`src/hcbp_pkg.sv`:
```
// hcbp_pkg: shared types and constants for the code table bit packer
// no dependencies; imported by every module of the block except hcbp_ram
package hcbp_pkg;

  localparam int SYMBOL_W = 9;
  localparam int CODE_LEN_W = 6;
  localparam int CODE_BITS_W = 32;
  localparam int BYTE_W = 8;

  // operation codes of an input item
  localparam logic [1:0] OP_LOAD = 2'd0;
  localparam logic [1:0] OP_ENCODE = 2'd1;
  localparam logic [1:0] OP_FINISH = 2'd2;

  typedef struct packed {
    logic [1:0]             op;
    logic [SYMBOL_W-1:0]    symbol;
    logic [CODE_LEN_W-1:0]  code_length;
    logic [CODE_BITS_W-1:0] code_bits;
  } req_t;

  typedef struct packed {
    logic [BYTE_W-1:0] out_byte;
    logic              last;
  } rsp_t;

  // commands from the sequencer to the accumulator
  typedef struct packed {
    logic merge;
    logic shift;
    logic clear;
  } pack_ctrl_t;

endpackage

```
`src/hcbp_packer.sv`:
```
// hcbp_packer: bit accumulator with merge and byte shift unit
// depends on hcbp_pkg for the control struct
module hcbp_packer #(
  parameter int LEN_LIM = 32
) (
  input  logic                                   clk,
  input  logic                                   rst,
  input  hcbp_pkg::pack_ctrl_t                   ctrl,
  input  logic [$clog2(LEN_LIM+1)-1:0]           code_len,
  input  logic [LEN_LIM-1:0]                     code_bits,
  output logic [7:0]                             low_byte,
  output logic [$clog2(LEN_LIM+7+1)-1:0]         count
);
  import hcbp_pkg::*;

  localparam int ACC_W = LEN_LIM + 7;
  localparam int CNT_W = $clog2(ACC_W + 1);

  logic [ACC_W-1:0] acc;

  // held bits above count are always zero, so a pad byte is just the low byte
  always_ff @(posedge clk) begin
    if (rst || ctrl.clear) begin
      acc <= '0;
      count <= '0;
    end else if (ctrl.merge) begin
      acc <= acc | (ACC_W'(code_bits) << count[2:0]);
      count <= count + CNT_W'(code_len);
    end else if (ctrl.shift) begin
      acc <= acc >> BYTE_W;
      count <= count - CNT_W'(BYTE_W);
    end
  end

  assign low_byte = acc[7:0];

endmodule

```
`config.mk`:
```
export PLATFORM = sky130hd
export DESIGN_NAME = hcbp_packer
export DESIGN_NICKNAME = d
export VERILOG_FILES = /design/src/hcbp_pkg.sv /design/src/hcbp_packer.sv
export SDC_FILE = /design/constraint.sdc
export NUM_CORES = 1
export LEC_CHECK = 0
export BUFFER_PORTS_ARGS = -buffer_cell sky130_fd_sc_hd__buf_2
export CORE_ASPECT_RATIO = 0.5
export CORE_UTILIZATION = 30
export CTS_CLUSTER_SIZE = 25
export DETAILED_ROUTE_END_ITERATION = 12
export SLEW_MARGIN = 25
export SYNTH_ARGS = -nofsm -noshare
export SYNTH_HDL_FRONTEND = slang
export SYNTH_SLANG_ARGS = --single-unit
```
`constraint.sdc`:
```
create_clock -name clk -period 1.6 [get_ports clk]
set_input_delay 0 -clock clk [delete_from_list [all_inputs] [get_ports clk]]
set_output_delay 0 -clock clk [all_outputs]
set_load 0.01 [all_outputs]
```
=== Word-level counts from Yosys, hierarchy flattened ===
Cells that the tools add are included.

* Add/sub/neg operators: 2
* Shift-type cells: 1
* Mux-type cells: 4
* Bitwise operators: 1
* Reduce and logical (&&, ||, !) cells: 2

{| class="wikitable"
|+ Operator list
! kind !! count
|-
| $mux 39 || 2
|-
| $or 39x39->39 || 1
|-
| $shl 32x3->39 || 1
|-
| $mux 6 || 2
|-
| $add 6x6->6 || 1
|-
| $sub 6x4->6 const B || 1
|-
| $reduce_bool 2->1 || 1
|-
| $logic_or 1x1->1 || 1
|}

* Flip-flop bits (word level): 45
* Input bits: 43

=== Longest topological paths before layout ===
* Depth in word-level cells: 3
* Gate-level depth with buffers: 7

=== Worst setup path after synthesis ===
No wires, ideal clock.

* Path kind: reg2reg
* From: reg count[1]
* To: reg acc[6]
* Setup time: 0.137 ns
* Arrival time: 1.511 ns
* Required time: 1.463 ns
* Slack: -0.048 ns
* Cell stages (with the launch flop): 7
* Buffers on the path: 2
* Path through: dfxtp_1 -> buf_6 -> buf_12 -> mux2_2 -> mux2_2 -> nand4_1 -> o221ai_1

* Cells in the longest elaborated chain, start to end: 3

{| class="wikitable"
|+ RTL lines
! item !! line !! source
|-
| start: declaration || hcbp_packer.sv:12 || <nowiki>output logic [$clog2(LEN_LIM+7+1)-1:0] count</nowiki>
|-
| start signal: assignment || hcbp_packer.sv:28 || <nowiki>count <= count + CNT_W'(code_len);</nowiki>
|-
| start signal: assignment || hcbp_packer.sv:31 || <nowiki>count <= count - CNT_W'(BYTE_W);</nowiki>
|-
| $shl 32x3->39 || hcbp_packer.sv:27 || <nowiki>acc <= acc | (ACC_W'(code_bits) << count[2:0]);</nowiki>
|-
| $or 39x39->39 || hcbp_packer.sv:27 ||
|-
| $mux 39 || hcbp_packer.sv:26 || <nowiki>end else if (ctrl.merge) begin</nowiki>
|-
| end signal: assignment || hcbp_packer.sv:27 ||
|-
| end signal: assignment || hcbp_packer.sv:30 || <nowiki>acc <= acc >> BYTE_W;</nowiki>
|-
| end: declaration || hcbp_packer.sv:19 || <nowiki>logic [ACC_W-1:0] acc;</nowiki>
|}

No other way between the ends.
A chain may end at the register's enable or synchronous reset.

=== Final worst setup path ===
* From: reg count[1]
* To: reg acc[27]

The elaborated chain is that of the path after synthesis.

==> flow_summary_export.csv <==
group,metric,value,unit
cells_and_area,final_cell_mix,"buf_2, dfxtp_1, o221ai_1, buf_4, a31oi_1",
sta,finalSetupViolations,1,
yosys,synth-async-reset-ratio,0,
route,firstDrtPassIters,5,
clock_network,h-tree-depth,2,
power,powerDensity,732.3,nW/um^2
worst_hold_path,holdCritPathClass,"in2reg",
place,place_ws,-49.98,ps
run_status,failed_checks,"negative setup slack",
yosys,yosys_most_used_dff,"dfxtp_1",
yosys,synth_fp_nets,431,
worst_setup_path,r2r_start,"count[1]",
worst_hold_path,hold_end,"acc[4]",
sta,worst_pin_slew,533.8,ps
clock_network,cts_buffer_depth,2,
route,drc,0,
sta,min_period,1601,ps
sta,slew_headroom,0.6442,
sta,finalWorstSetupSlack,-1.305,ps
yosys,yosysUniqueCellTypes,48,
floorplan,rows,26,
sta,rsz0062_at_grt,"yes",
clock_network,cts_tree,"yes",
cells_and_area,mostFrequentLayoutCell,"buf_2",
route,viasPerCell,5.635,
floorplan,fp.dieW,149.8,um
place,place_hpwl,7199,um
floorplan,die_y,75.90,um
sta,hold_viol,0,
floorplan,boundaryPins,57,
worst_setup_path,cp.required,1750,ps
run,maxCapViolCount,0,
cells_and_area,nFillCells,1056,
clock_network,cts.clk_slew.worst_paths,60,ps
worst_setup_path,crit_path_end_kind,"flip-flop",
clock_network,clock_latency,290,ps
place,placed_cell_area,3812,um^2
worst_setup_path,cp-start-kind,"flip-flop",
clock_network,numClockSinks,45,
worst_setup_path,worstPathArrival,1760,ps
yosys,ys_warn_count,0,
global_routing,grt_pass1_vias,2903,
run_status,outcome,"finished, violations left",
clock_network,cts_hold_buf,0,
global_routing,grt_pass1_wl,15500,um
yosys,syn_area_per_cell,8.601,um^2
global_routing,antenna_found_initial,0,
yosys,yosys_register_bits,45,
cells_and_area,syn_to_final_growth,29.25,%
worst_hold_path,worstHoldStart,"code_bits[0]",
route,ant_nets,0,
clock_network,numCtsBuffers,5,
cells_and_area,antennaDiodeCount,0,
floorplan,core_area,10410,um^2
sta,finClkSkew,9.163,ps
place,gp_congestion,0.8175,
floorplan,dieArea,11370,um^2
worst_hold_path,min_path_cells,3,
worst_setup_path,reg2reg_slack,-1,ps
worst_setup_path,path_delay_family,"flip-flops",
cells_and_area,nNetsFinal,494,
global_routing,grt_max_degree,40,
route,avgRoutedWirePerCell,17.59,um
cells_and_area,final_core_util,0.4069,
sta,timing.fmax,0.6245,GHz
worst_setup_path,reg2reg_to,"acc[27]",
global_routing,grt_overflow,0,
cells_and_area,stdcell_area,4235,um^2
cells_and_area,drive_gt1_frac,0.3581,
route,via_count,3291,
worst_setup_path,critPathBufInv,1,
power,vdd.ir_drop.worst,412.5,uV
worst_setup_path,critPathSlowestCell,"dfxtp_4",
worst_setup_path,slowest_delay,490,ps
place,port_buffers,56,
worst_setup_path,critPathKind,"reg2reg",
worst_setup_path,path_cells,"clkbuf_16 -> mux2_2 -> o22ai_1 -> a221o_1 -> a31oi_1",
floorplan,start_util,0.3148,
yosys,synth_edf_count,0,
clock_network,cts_root_buffer,"clkbuf_16",
sta,post-route-period-util,1.001,
route,detail_route.iter0.violations,299,
global_routing,grtUsageTotal,0.1713,
yosys,syn_inst,381,
power,power,0.003101,W
power,leakagePower,1.592,nW
worst_setup_path,ff2ff_path_depth,5,
yosys,synth_area,3277,um^2
sta,final_max_slew_viol_count,0,
route,routed_wl,10270,um
yosys,seq_area_frac_synth,0.2749,
worst_setup_path,worstPathMaxFanout,7,
how the worst max path moves through the flow:
stage	slack (ps)	from	to	depth (start not counted)
floorplan	10	count[0]	count[4]	6
global placement	-30	count[2]	acc[29]	5
detailed placement	-50	count[1]	acc[28]	6
CTS	-10	count[1]	acc[26]	5
global route	-60	count[1]	acc[26]	5
finish	-1	count[1]	acc[27]	5
Yosys cell counts, types with 2 or more instances:
| master | count | area [um^2] |
|---|---|---|
| nand2_1 | 19 | 71.32 |
| nand3_1 | 3 | 15.01 |
| o21ai_0 | 11 | 55.05 |
| inv_1 | 26 | 97.59 |
| nor2_1 | 23 | 86.33 |
| mux2_2 | 18 | 202.7 |
| or2_2 | 5 | 31.28 |
| nand4_1 | 2 | 12.51 |
| a221o_1 | 9 | 90.09 |
| o221ai_1 | 33 | 289.0 |
| buf_6 | 4 | 45.04 |
| buf_4 | 12 | 90.09 |
| a21oi_1 | 17 | 85.08 |
| a31oi_1 | 27 | 168.9 |
| a22oi_1 | 15 | 112.6 |
| clkbuf_1 | 14 | 52.55 |
| o211ai_1 | 7 | 52.55 |
| xor2_1 | 3 | 26.28 |
| dfxtp_1 | 45 | 900.9 |
| nand2b_1 | 2 | 12.51 |
| nor2b_1 | 3 | 18.77 |
| a21o_1 | 2 | 15.01 |
| buf_12 | 2 | 40.04 |
| mux2i_1 | 29 | 290.3 |
| xnor2_1 | 2 | 17.52 |
| buf_2 | 8 | 40.04 |
| a211oi_1 | 4 | 30.03 |
| mux4_2 | 2 | 45.04 |
| o22ai_1 | 10 | 62.56 |
| ha_1 | 6 | 75.07 |
per-stage QoR:
stage	hold WS, ps	TNS, ps	std cells
finish	38.45	-1.305	584
global route	64.41	-530.3	584
CTS	28.95	-13.13	580
detailed placement	328.5	-136.6	572
global placement	323.0	-49.36	572
floorplan	182.4	0	381
metal layers:
layer / track usage / share of wire / wire (um) / up-vias
met5: 0 / 0 / 0 / -
met4: 0.03535 / 0.0062 / 64 / 0
met3: 0.02470 / 0.064 / 660 / 6
met2: 0.2417 / 0.42 / 4267 / 104
met1: 0.2680 / 0.51 / 5279 / 1586
li1: - / - / - / 1595
registers in the layout, summed over array words and instances (netlist names):
name / flops
acc: 39
count: 6
final cells by class:
type,count,area [um^2],area share
flip-flops and latches,45,905.9,0.2139
repair buffers,97,742.0,0.1752
clock inverters,2,16.27,0.003840
clock buffers,5,125.1,0.02954
well taps,140,175.2,0.04136
inverters,27,101.3,0.02393
multi-input cells,268,2170,0.5123
report_power, final:
part / switching (W) / internal (W) / leakage [nW]
logic: 0.000446 / 0.000411 / 1.16
registers: 0.0000516 / 0.00117 / 0.369
clock network: 0.000445 / 0.000573 / 0.0659
tightest hold or removal path, delay by kind of cell:
family                 cells  cell delay (ps)
AO/OA/AOI/OAI              1               70
buffers and inverters      1              120
AND/OR/NAND/NOR            1               80
kinds of logic (layout without fill, tap and decap cells):
kind of cell	after synthesis	in the layout	synth area share
fa+ha+maj	7	7	0.02902
mux	49	49	0.1642
flops	45	45	0.2749
buf+inv	68	131	0.1138
xor+xnor	5	5	0.01337
compound gates	142	142	0.3123
simple gates	65	65	0.09241
repair_timing:
item | CTS | global route
hold endpoints to repair | 0 | 0
pin swaps | 1 | 12
gates resized for setup | 5 | 39
setup endpoints to repair | 9 | 25
buffers inserted | 0 | 2
cloned | 1 | 2
Note: power is estimated with default switching activity, not from simulation.
